### config.mk
export PLATFORM = sky130hd
export DESIGN_NAME = ir_line_lexer_core
export DESIGN_NICKNAME = d
export VERILOG_FILES = /design/src/hw/rtl/lll_pkg.sv /design/src/hw/rtl/lll_step.sv /design/src/hw/rtl/lll_resq.sv /design/src/hw/rtl/ir_line_lexer_core.sv
export SDC_FILE = /design/constraint.sdc
export NUM_CORES = 1
export LEC_CHECK = 0
export ABC_AREA = 0
export BUFFER_PORTS_ARGS = -buffer_cell sky130_fd_sc_hd__buf_2
export CAP_MARGIN = 30
export CORE_UTILIZATION = 50
export CTS_BUF_LIST = sky130_fd_sc_hd__clkbuf_2
export CTS_CLUSTER_DIAMETER = 50
export DETAILED_ROUTE_END_ITERATION = 8
export GPL_ROUTABILITY_DRIVEN = 1
export PLACE_DENSITY_LB_ADDON = 0.15
export SYNTH_ARGS = -nofsm -noshare
export SYNTH_HDL_FRONTEND = slang
export SYNTH_SLANG_ARGS = --single-unit
### constraint.sdc
create_clock -name i_clk -period 11.5 [get_ports i_clk]
set_clock_uncertainty 0.1 [all_clocks]
set_input_delay 2.3 -clock i_clk [delete_from_list [all_inputs] [get_ports i_clk]]
set_output_delay 2.3 -clock i_clk [all_outputs]
set_load 0.01 [all_outputs]
### src/hw/rtl/lll_pkg.sv
`timescale 1ns / 1ps
// Shared types, character codes and token codes for the IR line lexer.
package lll_pkg;

    localparam int MAX_LINE_DEF = 1024;

    localparam int TYPE_W     = 5;
    localparam int SPOS_W     = 10;
    localparam int LEN_W      = 11;
    localparam int RES_PER_CH = 3;
    localparam int RESQ_DEPTH = 8;
    localparam int RESQ_CW    = $clog2(RESQ_DEPTH) + 1;

    typedef enum logic [3:0] {
        M_IDLE,
        M_COMMENT,
        M_STR,
        M_STR_ESC,
        M_SIGIL,
        M_MINUS,
        M_INT,
        M_DOT,
        M_FRAC,
        M_WORD
    } t_mode;

    localparam logic [TYPE_W-1:0] TK_COMMENT  = 5'd0;
    localparam logic [TYPE_W-1:0] TK_STRING   = 5'd1;
    localparam logic [TYPE_W-1:0] TK_PERCENT  = 5'd2;
    localparam logic [TYPE_W-1:0] TK_DOLLAR   = 5'd3;
    localparam logic [TYPE_W-1:0] TK_LABELDEF = 5'd4;
    localparam logic [TYPE_W-1:0] TK_LABELREF = 5'd5;
    localparam logic [TYPE_W-1:0] TK_ARROW    = 5'd6;
    localparam logic [TYPE_W-1:0] TK_NUMBER   = 5'd7;
    localparam logic [TYPE_W-1:0] TK_WORD     = 5'd8;
    localparam logic [TYPE_W-1:0] TK_EQ       = 5'd9;
    localparam logic [TYPE_W-1:0] TK_LPAREN   = 5'd10;
    localparam logic [TYPE_W-1:0] TK_RPAREN   = 5'd11;
    localparam logic [TYPE_W-1:0] TK_LBRACK   = 5'd12;
    localparam logic [TYPE_W-1:0] TK_RBRACK   = 5'd13;
    localparam logic [TYPE_W-1:0] TK_LT       = 5'd14;
    localparam logic [TYPE_W-1:0] TK_GT       = 5'd15;
    localparam logic [TYPE_W-1:0] TK_COMMA    = 5'd16;
    localparam logic [TYPE_W-1:0] TK_COLON    = 5'd17;
    localparam logic [TYPE_W-1:0] TK_UNKNOWN  = 5'd18;

    localparam logic [1:0] SK_PERCENT = 2'd0;
    localparam logic [1:0] SK_DOLLAR  = 2'd1;
    localparam logic [1:0] SK_AT      = 2'd2;

    localparam logic [7:0] CH_HASH   = 8'h23;
    localparam logic [7:0] CH_PCT    = 8'h25;
    localparam logic [7:0] CH_DOLLAR = 8'h24;
    localparam logic [7:0] CH_AT     = 8'h40;
    localparam logic [7:0] CH_COLON  = 8'h3A;
    localparam logic [7:0] CH_BSLASH = 8'h5C;
    localparam logic [7:0] CH_QUOTE  = 8'h22;
    localparam logic [7:0] CH_MINUS  = 8'h2D;
    localparam logic [7:0] CH_DOT    = 8'h2E;
    localparam logic [7:0] CH_USCORE = 8'h5F;
    localparam logic [7:0] CH_EQ     = 8'h3D;
    localparam logic [7:0] CH_LPAREN = 8'h28;
    localparam logic [7:0] CH_RPAREN = 8'h29;
    localparam logic [7:0] CH_LBRACK = 8'h5B;
    localparam logic [7:0] CH_RBRACK = 8'h5D;
    localparam logic [7:0] CH_LT     = 8'h3C;
    localparam logic [7:0] CH_GT     = 8'h3E;
    localparam logic [7:0] CH_COMMA  = 8'h2C;

    typedef struct packed {
        logic [TYPE_W-1:0] token_type;
        logic [SPOS_W-1:0] start_pos;
        logic [LEN_W-1:0]  token_len;
        logic              last_in_run;
    } t_res;

    typedef struct packed {
        logic [1:0]                  cnt;
        t_res [RES_PER_CH-1:0]       res;
    } t_push;

endpackage

### src/hw/rtl/lll_step.sv
`timescale 1ns / 1ps
// Lexer state registers and the combinational step that yields up to three tokens per character.
module lll_step #(
    parameter int MAX_LINE = lll_pkg::MAX_LINE_DEF
) (
    input  logic          i_clk,
    input  logic          i_rst_n,
    input  logic          i_go,
    input  logic [7:0]    i_ch,
    input  logic          i_end,
    output lll_pkg::t_push o_push
);
    import lll_pkg::*;

    localparam int PW = ($clog2(MAX_LINE) > SPOS_W) ? $clog2(MAX_LINE) : SPOS_W;
    localparam logic [PW:0] LAST_POS = (PW + 1)'(MAX_LINE - 1);
    localparam logic [PW:0] MAX_LEN  = (PW + 1)'(MAX_LINE);
    localparam int NCAND = 5;

    t_mode          r_mode, n_mode;
    logic [PW-1:0]  r_tok_start, n_tok_start;
    logic [PW-1:0]  r_tok_end, n_tok_end;
    logic [PW-1:0]  r_char_pos, n_char_pos;
    logic [PW-1:0]  r_prev_pos, n_prev_pos;
    logic [1:0]     r_sigil, n_sigil;

    logic [PW-1:0]  p;
    logic           is_dig, is_alp, is_wrd, is_spc;
    logic           do_begin;
    t_res           cand [NCAND];
    logic [NCAND-1:0] cand_v;
    t_res [RES_PER_CH-1:0] res;
    logic [1:0]     cnt;

    function automatic t_res mk_res(logic [TYPE_W-1:0] tt, logic [PW-1:0] s, logic [PW-1:0] e);
        logic [PW:0] len;
        t_res        r;
        len = (e >= s) ? ({1'b0, e} - {1'b0, s} + (PW + 1)'(1)) : (PW + 1)'(1);
        if (len > MAX_LEN) begin
            len = MAX_LEN;
        end
        r.token_type  = tt;
        r.start_pos   = s[SPOS_W-1:0];
        r.token_len   = len[LEN_W-1:0];
        r.last_in_run = 1'b0;
        return r;
    endfunction

    function automatic logic [TYPE_W-1:0] sigil_tt(logic [1:0] sk);
        logic [TYPE_W-1:0] t;
        case (sk)
            SK_PERCENT: t = TK_PERCENT;
            SK_DOLLAR:  t = TK_DOLLAR;
            default:    t = TK_LABELREF;
        endcase
        return t;
    endfunction

    assign p = r_char_pos;

    always_comb begin
        is_dig = i_ch inside {[8'h30:8'h39]};
        is_alp = i_ch inside {[8'h61:8'h7A], [8'h41:8'h5A]};
        is_wrd = is_dig || is_alp || (i_ch == CH_USCORE);
        is_spc = i_ch inside {8'h20, [8'h09:8'h0D]};
    end

    always_comb begin
        n_mode      = r_mode;
        n_tok_start = r_tok_start;
        n_tok_end   = r_tok_end;
        n_sigil     = r_sigil;
        n_char_pos  = r_char_pos;
        n_prev_pos  = r_prev_pos;
        do_begin    = 1'b0;
        cand_v      = '0;
        for (int i = 0; i < NCAND; i++) begin
            cand[i] = '0;
        end

        case (r_mode)
            M_COMMENT: begin
                n_tok_end = p;
            end
            M_STR: begin
                n_tok_end = p;
                if (i_ch == CH_BSLASH && !i_end) begin
                    n_mode = M_STR_ESC;
                end else if (i_ch == CH_QUOTE) begin
                    cand[0]   = mk_res(TK_STRING, r_tok_start, p);
                    cand_v[0] = 1'b1;
                    n_mode    = M_IDLE;
                end
            end
            M_STR_ESC: begin
                n_tok_end = p;
                n_mode    = M_STR;
            end
            M_SIGIL: begin
                if (is_wrd) begin
                    n_tok_end = p;
                end else if (r_sigil == SK_AT && i_ch == CH_COLON) begin
                    cand[0]   = mk_res(TK_LABELDEF, r_tok_start, p);
                    cand_v[0] = 1'b1;
                    n_mode    = M_IDLE;
                end else begin
                    cand[0]   = mk_res(sigil_tt(r_sigil), r_tok_start, r_tok_end);
                    cand_v[0] = 1'b1;
                    do_begin  = 1'b1;
                end
            end
            M_MINUS: begin
                if (i_ch == CH_GT) begin
                    cand[0]   = mk_res(TK_ARROW, r_tok_start, p);
                    cand_v[0] = 1'b1;
                    n_mode    = M_IDLE;
                end else if (is_dig) begin
                    n_tok_end = p;
                    n_mode    = M_INT;
                end else begin
                    cand[0]   = mk_res(TK_UNKNOWN, r_tok_start, r_tok_start);
                    cand_v[0] = 1'b1;
                    do_begin  = 1'b1;
                end
            end
            M_INT: begin
                if (is_dig) begin
                    n_tok_end = p;
                end else if (i_ch == CH_DOT && !i_end) begin
                    n_mode = M_DOT;
                end else begin
                    cand[0]   = mk_res(TK_NUMBER, r_tok_start, r_tok_end);
                    cand_v[0] = 1'b1;
                    do_begin  = 1'b1;
                end
            end
            M_DOT: begin
                if (is_dig) begin
                    n_tok_end = p;
                    n_mode    = M_FRAC;
                end else begin
                    cand[0]   = mk_res(TK_NUMBER, r_tok_start, r_tok_end);
                    cand[1]   = mk_res(TK_UNKNOWN, r_prev_pos, r_prev_pos);
                    cand_v[0] = 1'b1;
                    cand_v[1] = 1'b1;
                    do_begin  = 1'b1;
                end
            end
            M_FRAC: begin
                if (is_dig) begin
                    n_tok_end = p;
                end else begin
                    cand[0]   = mk_res(TK_NUMBER, r_tok_start, r_tok_end);
                    cand_v[0] = 1'b1;
                    do_begin  = 1'b1;
                end
            end
            M_WORD: begin
                if (is_wrd) begin
                    n_tok_end = p;
                end else begin
                    cand[0]   = mk_res(TK_WORD, r_tok_start, r_tok_end);
                    cand_v[0] = 1'b1;
                    do_begin  = 1'b1;
                end
            end
            default: begin
                do_begin = 1'b1;
            end
        endcase

        if (do_begin) begin
            n_mode      = M_IDLE;
            n_tok_start = p;
            n_tok_end   = p;
            if (!is_spc) begin
                if (i_ch == CH_HASH) begin
                    n_mode = M_COMMENT;
                end else if (i_ch == CH_QUOTE) begin
                    n_mode = M_STR;
                end else if (i_ch == CH_PCT) begin
                    n_sigil = SK_PERCENT;
                    n_mode  = M_SIGIL;
                end else if (i_ch == CH_DOLLAR) begin
                    n_sigil = SK_DOLLAR;
                    n_mode  = M_SIGIL;
                end else if (i_ch == CH_AT) begin
                    n_sigil = SK_AT;
                    n_mode  = M_SIGIL;
                end else if (i_ch == CH_MINUS && !i_end) begin
                    n_mode = M_MINUS;
                end else if (is_dig) begin
                    n_mode = M_INT;
                end else if (is_alp || i_ch == CH_USCORE) begin
                    n_mode = M_WORD;
                end else begin
                    cand_v[2] = 1'b1;
                    case (i_ch)
                        CH_EQ:     cand[2] = mk_res(TK_EQ, p, p);
                        CH_LPAREN: cand[2] = mk_res(TK_LPAREN, p, p);
                        CH_RPAREN: cand[2] = mk_res(TK_RPAREN, p, p);
                        CH_LBRACK: cand[2] = mk_res(TK_LBRACK, p, p);
                        CH_RBRACK: cand[2] = mk_res(TK_RBRACK, p, p);
                        CH_LT:     cand[2] = mk_res(TK_LT, p, p);
                        CH_GT:     cand[2] = mk_res(TK_GT, p, p);
                        CH_COMMA:  cand[2] = mk_res(TK_COMMA, p, p);
                        CH_COLON:  cand[2] = mk_res(TK_COLON, p, p);
                        default:   cand[2] = mk_res(TK_UNKNOWN, p, p);
                    endcase
                end
            end
        end

        if (i_end) begin
            case (n_mode)
                M_COMMENT: begin
                    cand[3]   = mk_res(TK_COMMENT, n_tok_start, n_tok_end);
                    cand_v[3] = 1'b1;
                end
                M_STR, M_STR_ESC: begin
                    cand[3]   = mk_res(TK_STRING, n_tok_start, n_tok_end);
                    cand_v[3] = 1'b1;
                end
                M_SIGIL: begin
                    cand[3]   = mk_res(sigil_tt(n_sigil), n_tok_start, n_tok_end);
                    cand_v[3] = 1'b1;
                end
                M_MINUS: begin
                    cand[3]   = mk_res(TK_UNKNOWN, n_tok_start, n_tok_start);
                    cand_v[3] = 1'b1;
                end
                M_INT, M_FRAC: begin
                    cand[3]   = mk_res(TK_NUMBER, n_tok_start, n_tok_end);
                    cand_v[3] = 1'b1;
                end
                M_DOT: begin
                    cand[3]   = mk_res(TK_NUMBER, n_tok_start, n_tok_end);
                    cand[4]   = mk_res(TK_UNKNOWN, r_prev_pos, r_prev_pos);
                    cand_v[3] = 1'b1;
                    cand_v[4] = 1'b1;
                end
                M_WORD: begin
                    cand[3]   = mk_res(TK_WORD, n_tok_start, n_tok_end);
                    cand_v[3] = 1'b1;
                end
                default: begin
                end
            endcase
            n_mode      = M_IDLE;
            n_tok_start = '0;
            n_tok_end   = '0;
            n_prev_pos  = '0;
            n_char_pos  = '0;
        end else begin
            n_prev_pos = p;
            n_char_pos = ({1'b0, p} < LAST_POS) ? p + PW'(1) : LAST_POS[PW-1:0];
        end
    end

    always_comb begin
        cnt = '0;
        res = '0;
        for (int i = 0; i < NCAND; i++) begin
            if (cand_v[i] && cnt != 2'd3) begin
                res[cnt] = cand[i];
                cnt      = cnt + 2'd1;
            end
        end
        if (cnt != 2'd0) begin
            res[cnt - 2'd1].last_in_run = 1'b1;
        end
    end

    assign o_push.cnt = i_go ? cnt : 2'd0;
    assign o_push.res = res;

    always_ff @(posedge i_clk) begin
        if (!i_rst_n) begin
            r_mode      <= M_IDLE;
            r_tok_start <= '0;
            r_tok_end   <= '0;
            r_char_pos  <= '0;
            r_prev_pos  <= '0;
            r_sigil     <= SK_PERCENT;
        end else if (i_go) begin
            r_mode      <= n_mode;
            r_tok_start <= n_tok_start;
            r_tok_end   <= n_tok_end;
            r_char_pos  <= n_char_pos;
            r_prev_pos  <= n_prev_pos;
            r_sigil     <= n_sigil;
        end
    end

endmodule

### src/hw/rtl/lll_resq.sv
`timescale 1ns / 1ps
// Result queue: takes up to three tokens per cycle, hands out one per cycle while i_pop is high.
module lll_resq (
    input  logic                         i_clk,
    input  logic                         i_rst_n,
    input  lll_pkg::t_push               i_push,
    input  logic                         i_pop,
    output logic                         o_valid,
    output lll_pkg::t_res                o_head,
    output logic [lll_pkg::RESQ_CW-1:0]  o_count
);
    import lll_pkg::*;

    localparam int AW = $clog2(RESQ_DEPTH);

    t_res              r_mem [RESQ_DEPTH];
    logic [AW-1:0]     r_wr, n_wr;
    logic [AW-1:0]     r_rd, n_rd;
    logic [RESQ_CW-1:0] r_count, n_count;
    logic              pop_ok;

    assign pop_ok  = i_pop && (r_count != '0);
    assign n_wr    = r_wr + AW'(i_push.cnt);
    assign n_rd    = r_rd + AW'(pop_ok);
    assign n_count = r_count + RESQ_CW'(i_push.cnt) - RESQ_CW'(pop_ok);

    always_ff @(posedge i_clk) begin
        for (int i = 0; i < RES_PER_CH; i++) begin
            if (2'(i) < i_push.cnt) begin
                r_mem[r_wr + AW'(i)] <= i_push.res[i];
            end
        end
    end

    always_ff @(posedge i_clk) begin
        if (!i_rst_n) begin
            r_wr    <= '0;
            r_rd    <= '0;
            r_count <= '0;
        end else begin
            r_wr    <= n_wr;
            r_rd    <= n_rd;
            r_count <= n_count;
        end
    end

    assign o_valid = (r_count != '0);
    assign o_head  = r_mem[r_rd];
    assign o_count = r_count;

endmodule

### src/hw/rtl/ir_line_lexer_core.sv
`timescale 1ns / 1ps
// Top level of the IR line lexer: input register, lexer step and result queue.
//
//  channel | dir | tdata                                           | tlast
//  s       | in  | [7:0] ch                                        | line_end
//  m       | out | [4:0] token_type [14:5] start_pos [25:15] len   | last_in_run
//
// One character per cycle enters the input register while s is ready, and is lexed from there once the queue has room.
// A token reaches m after its closing character has passed the input register and been written into the result queue.
// The m side drains one token per cycle while i_m_tready is high, so characters that close 2-3 tokens slow s.
// s stalls only while the 8-entry result queue lacks room for three tokens.
// Reset (synchronous, active low) returns the lexer to idle at position zero.
module ir_line_lexer_core #(
    parameter int MAX_LINE = lll_pkg::MAX_LINE_DEF
) (
    input  logic        i_clk,
    input  logic        i_rst_n,
    input  logic        i_s_tvalid,
    output logic        o_s_tready,
    input  logic [7:0]  i_s_tdata,   // [7:0] ch
    input  logic        i_s_tlast,
    output logic        o_m_tvalid,
    input  logic        i_m_tready,
    output logic [31:0] o_m_tdata,   // [4:0] token_type, [14:5] start_pos, [25:15] token_len
    output logic        o_m_tlast
);
    import lll_pkg::*;

    logic               r_in_vld;
    logic [7:0]         r_in_ch;
    logic               r_in_end;
    logic               advance;
    t_push              push;
    t_res               head;
    logic [RESQ_CW-1:0] q_count;

    assign advance    = r_in_vld && (q_count <= RESQ_CW'(RESQ_DEPTH - RES_PER_CH));
    assign o_s_tready = !r_in_vld || advance;

    always_ff @(posedge i_clk) begin
        if (!i_rst_n) begin
            r_in_vld <= 1'b0;
        end else if (o_s_tready) begin
            r_in_vld <= i_s_tvalid;
        end
    end

    always_ff @(posedge i_clk) begin
        if (i_s_tvalid && o_s_tready) begin
            r_in_ch  <= i_s_tdata;
            r_in_end <= i_s_tlast;
        end
    end

    lll_step #(
        .MAX_LINE (MAX_LINE)
    ) u_step (
        .i_clk   (i_clk),
        .i_rst_n (i_rst_n),
        .i_go    (advance),
        .i_ch    (r_in_ch),
        .i_end   (r_in_end),
        .o_push  (push)
    );

    lll_resq u_resq (
        .i_clk   (i_clk),
        .i_rst_n (i_rst_n),
        .i_push  (push),
        .i_pop   (i_m_tready),
        .o_valid (o_m_tvalid),
        .o_head  (head),
        .o_count (q_count)
    );

    assign o_m_tdata = {6'b0, head.token_len, head.start_pos, head.token_type};
    assign o_m_tlast = head.last_in_run;

endmodule

### Word level (Yosys, flattened, before mapping)

Memories as Yosys holds them, arrays and structs flattened. A register that Yosys moved wholly into a read port is not among the register bits.
Index checks and enable logic that the tools add are counted.

* memories kept: 1
* RAM bits: 216
* bits in read-only memories: 0
* input port bits: 13
* output and inout port bits: 35
* bits in registers: 66
* latch bits: 0

* shifts and indexed selects: 0
* $add $sub $neg: 26
* $lt $le $gt $ge: 37
* divide/modulo/power cells: 0
* multiplexer cells: 143
* reduce and logical (&&, ||, !) cells: 39
* multipliers: 0
* eq/ne operators: 44
* bitwise gates (word level): 0

Memory list
* u_resq.r_mem: depth 8, bits a word 27, read ports 1, clocked after Yosys merged registers in 1, wr ports 3, line lll_resq.sv:16 `t_res r_mem [RESQ_DEPTH];`

Operator list (number)
* 27-bit 2-to-1 mux: 23
* 81-bit bitwise mux: 5
* 81-bit 2-to-1 mux: 5
* 27-bit demux with 2-bit select: 5
* 27-bit case mux with 9 select lines: 1
* 27-bit case mux with 7 select lines: 1
* 27-bit case mux with 6 select lines: 1
* 11-bit 2-to-1 mux: 14
* 8-bit by 6-bit equality test with 1-bit output, second input constant: 14
* 10-bit 2-to-1 mux: 10
* 4-bit 2-to-1 mux: 20
* 11-bit by 1-bit adder with 11-bit output, second input constant: 7
* 11-bit greater-than comparator, second input constant: 7
* 10-bit by 10-bit subtractor with 11-bit output: 7
* 10-bit greater-or-equal comparator: 7
* 54-bit 2-to-1 mux: 1
* 52-bit 2-to-1 mux: 1
* 25-bit 2-to-1 mux: 2
* 8-bit by 7-bit equality test with 1-bit output, second input constant: 5
* 10-bit case mux with 4 select lines: 1
* 4-bit by 3-bit equality test with 1-bit output, second input constant: 8
* 1-bit 2-to-1 mux: 31
* 2-bit 2-to-1 mux: 14
* 26-bit 2-to-1 mux: 1
* 45 further kinds: 98

### Logic depth before layout (Yosys ltp)

* word-level depth: 30
* depth in mapped cells: 28
* depth with buffers taken out: 25

### Cells and area by module

A second synthesis with hierarchy kept.

* cells, all modules: 2543
* area total of the unflattened synthesis: 22549.1 um^2

Modules (own cells, without submodules)
* lll_resq: cells an instance 1591, times used 1, area each 15322.2 um^2
* lll_step: cells an instance 926, times used 1, area each 6826.5 um^2
* ir_line_lexer_core: cells an instance 26, times used 1, area each 400.4 um^2

### Worst setup path after synthesis

Ideal clock, no wire load.

* path kind: register to register
* from: register r_in_ch[7]
* to: memory u_resq.r_mem[0][0] (netlist name), enable pin
* arrival time: 7.036 ns
* required time: 10.913 ns
* path slack: 3.877 ns
* stages on the path, launching flop included: 19
* cells stage by stage: edfxtp_1 or4b_4 nor4_1 nor3_1 a2111oi_0 inv_1 ha_1 inv_1 a31oi_1 nor2_1 inv_1 ha_1 nor2_1 a21boi_2 a211oi_4 buf_6 nand2_1 nand2_1 o41ai_1

RTL lines
* start: declaration: line ir_line_lexer_core.sv:30 `logic [7:0] r_in_ch;`
* start signal: assignment: line ir_line_lexer_core.sv:50 `r_in_ch <= i_s_tdata;`
* end: declaration: line lll_resq.sv:16

==> impl_metrics.json <==
{
  "outcome": "finished, final reports clean",
  "synth-seq-cells": 282,
  "fill_cells": 3641,
  "mostFrequentLayoutCells": "a21oi_1, edfxtp_1, nor2_1",
  "holdCritPathClass": "reg -> reg",
  "finalInstanceArea_um2": 21600,
  "dieArea_um2": 41300,
  "synthSimpleGateAreaFrac_pct": 14.4,
  "grt_util_met1_pct": 44.8,
  "antenna_found_initial": 2,
  "ys_types": 95,
  "drive_gt1_share_pct": 16.6,
  "leakage_nw": 7.84,
  "grt-busiest-layer": "met2",
  "seqCellArea_um2": 7900,
  "setup_viol": 0,
  "first_pass_iters": 6,
  "start_util_pct": 50.8,
  "clock_sinks": 282,
  "synth_edf_count": 225,
  "cts_root_buffer": "clkbuf_2",
  "multi_input_area_um2": 11400,
  "grt_pass1_wl_mm": 105,
  "cp_data_required_time_ns": 12.11,
  "synthArstFlopShare_pct": 0,
  "p_per_area_nw_per_um2": 123,
  "h-tree-depth": 3,
  "finalMaxSlewViolations": 0,
  "wl_per_cell_um": 25.7,
  "ys.flop_type": "edfxtp_1",
  "maxCapViolCount": 0,
  "syn_area_um2": 20200,
  "synth-compound-area-share_pct": 22.9,
  "fin_crit_ns": 7.53,
  "worstSetupPathType": "reg -> reg",
  "worstMarginPinSlew_ns": 1.31,
  "pin_count": 48,
  "synth_top_area_share_pct": 33.4,
  "synth_top_family_by_area": "compound AO/OA/AOI/OAI gates",
  "tns_ns": 0,
  "syn2layout_area_growth_pct": 6.95,
  "clock_path_buffers": 3,
  "cts_hold_buf": 0,
  "startpoint_type": "flop",
  "dpl_cell_area_um2": 21000,
  "coreArea_um2": 39800,
  "timing.hold.ws_ns": 0.399,
  "num_vias": 18500,
  "ys_top_cells_by_area": "edfxtp_1, a21oi_1, mux4_2",
  "overflow": 0,
  "yosysWarnings": 0,
  "avgSynthCellArea_um2": 9.45,
  "synthAdderAreaFrac_pct": 6.91,
  "hold_viol": 0,
  "grt_use_total_pct": 33.9,
  "synth_xor_area_share_pct": 1.04,
  "fin_nets": 2282,
  "rows": 73,
  "clkSlewWorstSetupHoldPaths_ns": 0.09,
  "fmax_ghz": 0.133,
  "critPathMaxFanout": 16,
  "postCtsSetupBuffers": 0,
  "ys_seq_area_share_pct": 39.0,
  "numCtsBuffers": 75,
  "slew_headroom_pct": 12.6,
  "layout_commonest_cell": "a21oi_1",
  "routed_wl_mm": 70.5,
  "die_y_um": 203,
  "ir_drop_mv": 0.0571,
  "met2_usage_pct": 52.0,
  "cts_tree": "yes",
  "grt_pass1_vias": 17500,
  "hpwlAfterDp_mm": 48.3,
  "arrival_ns": 8.13,
  "muxShareOfSynthArea_pct": 10.4,
  "port-buffer-count": 41,
  "synthCells": 2142,
  "grt_start_max_net_pins": 60,
  "ant_nets": 0,
  "die_w_um": 203,
  "drc": 0,
  "cts_resized": 0,
  "routed_via_density": 6.75,
  "end_kind": "flop",
  "place.gp.congestion": 0.966,
  "drtIter0Drc": 2401,
  "clk_latency_ns": 1.00,
  "yosys.area.top_type": "edfxtp_1",
  "rsz0062_at_grt": "no",
  "period_share_pct": 65.4,
  "use_met3_pct": 7.83
}
[critical path: stages (launching register included)]
cell and delay (ns):
edfxtp_1 0.50, nand4bb_1 0.46, nor2_1 0.66, nor3_1 0.28, a2111oi_0 0.95, inv_1 0.30, ha_1 0.32, inv_1 0.09
a31oi_1 0.10, nor2_1 0.27, inv_1 0.11, ha_1 0.22, nor2_1 0.12, a21boi_2 0.63, nand3_1 0.47, buf_4 0.36
o31a_1 0.33, o21ai_1 0.48, nor2_1 0.12, a221oi_1 0.42
[final cells by class]
| cell class | instances | share of cell area, % |
|---|---|---|
| diodes | 1 | 0.0116 |
| repair buffers | 98 | 3.36 |
| flip-flops and latches | 282 | 36.5 |
| well taps | 525 | 3.04 |
| clock inverters | 18 | 0.451 |
| multi-input cells | 1625 | 52.6 |
| inverters | 86 | 1.49 |
| clock buffers | 108 | 2.50 |
[per-layer routing]
metal,up-vias,share of wire [%]
li1,8151,-
met1,8837,39
met2,1258,44
met3,255,11
met4,4,5.1
met5,-,0.048
[cells in the mapped netlist (41+ instances only)]
master and n:
o21ai_1 107, edfxtp_1 225, a21oi_1 311, nand2_1 182
mux2i_1 41, nor3_1 42, inv_1 84, mux2_2 42
dfxtp_1 57, ha_1 83, mux4_2 54, clkbuf_1 97
nor2_1 197, o21ai_0 58
[final timing paths]
check	start	to	slack, ns	cells past startpoint
worst max-delay path	r_in_ch[6]	u_resq.r_mem[3][22]	3.97	19
worst min-delay path	u_step.r_prev_pos[2]	u_step.r_prev_pos[2]	0.40	2
worst max register to register	r_in_ch[6]	u_resq.r_mem[3][22]	3.97	19
worst min register to register	u_step.r_prev_pos[2]	u_step.r_prev_pos[2]	0.40	2
[cell families after synthesis]
family,Yosys count
XOR/XNOR,24
buffers and inverters,240
AO/OA/AOI/OAI,749
AND/OR/NAND/NOR,607
multiplexers,138
adder cells (fa/ha/maj),101
flip-flops,282
other,1
[power breakdown]
group | leakage [nW] | internal, mW | total [mW] | switching (mW)
logic | 4.77 | 0.315 | 0.752 | 0.437
clock network | 0.496 | 0.270 | 0.700 | 0.430
registers | 2.57 | 1.16 | 1.21 | 0.0564
[state kept, by name, indices dropped and copies added, names as in the netlist]
| name | count |
|---|---|
| u_step.r_prev_pos | 10 |
| u_resq.o_count | 4 |
| u_step.r_mode | 4 |
| u_step.p | 10 |
| r_in_end | 1 |
| u_step.r_tok_start | 10 |
| r_in_ch | 8 |
| r_in_vld | 1 |
| u_resq.r_wr | 3 |
| u_resq.r_rd | 3 |
| u_resq.r_mem | 216 |
| u_step.r_sigil | 2 |
| u_step.r_tok_end | 10 |
[through the flow]
stage | cells | util [%] | total power [mW] | setup WS, ns
global placement | 2598 | 52.2 | 1.97 | 4.04
CTS | 2739 | 54.2 | 2.67 | 3.86
global route | 2743 | 54.3 | 2.79 | 3.30
floorplan | 2147 | - | 1.76 | 3.88
detailed placement | 2613 | 52.6 | 1.98 | 3.86
finish | 2743 | 54.3 | 2.67 | 3.97
Power figures use the tool's default switching activity.
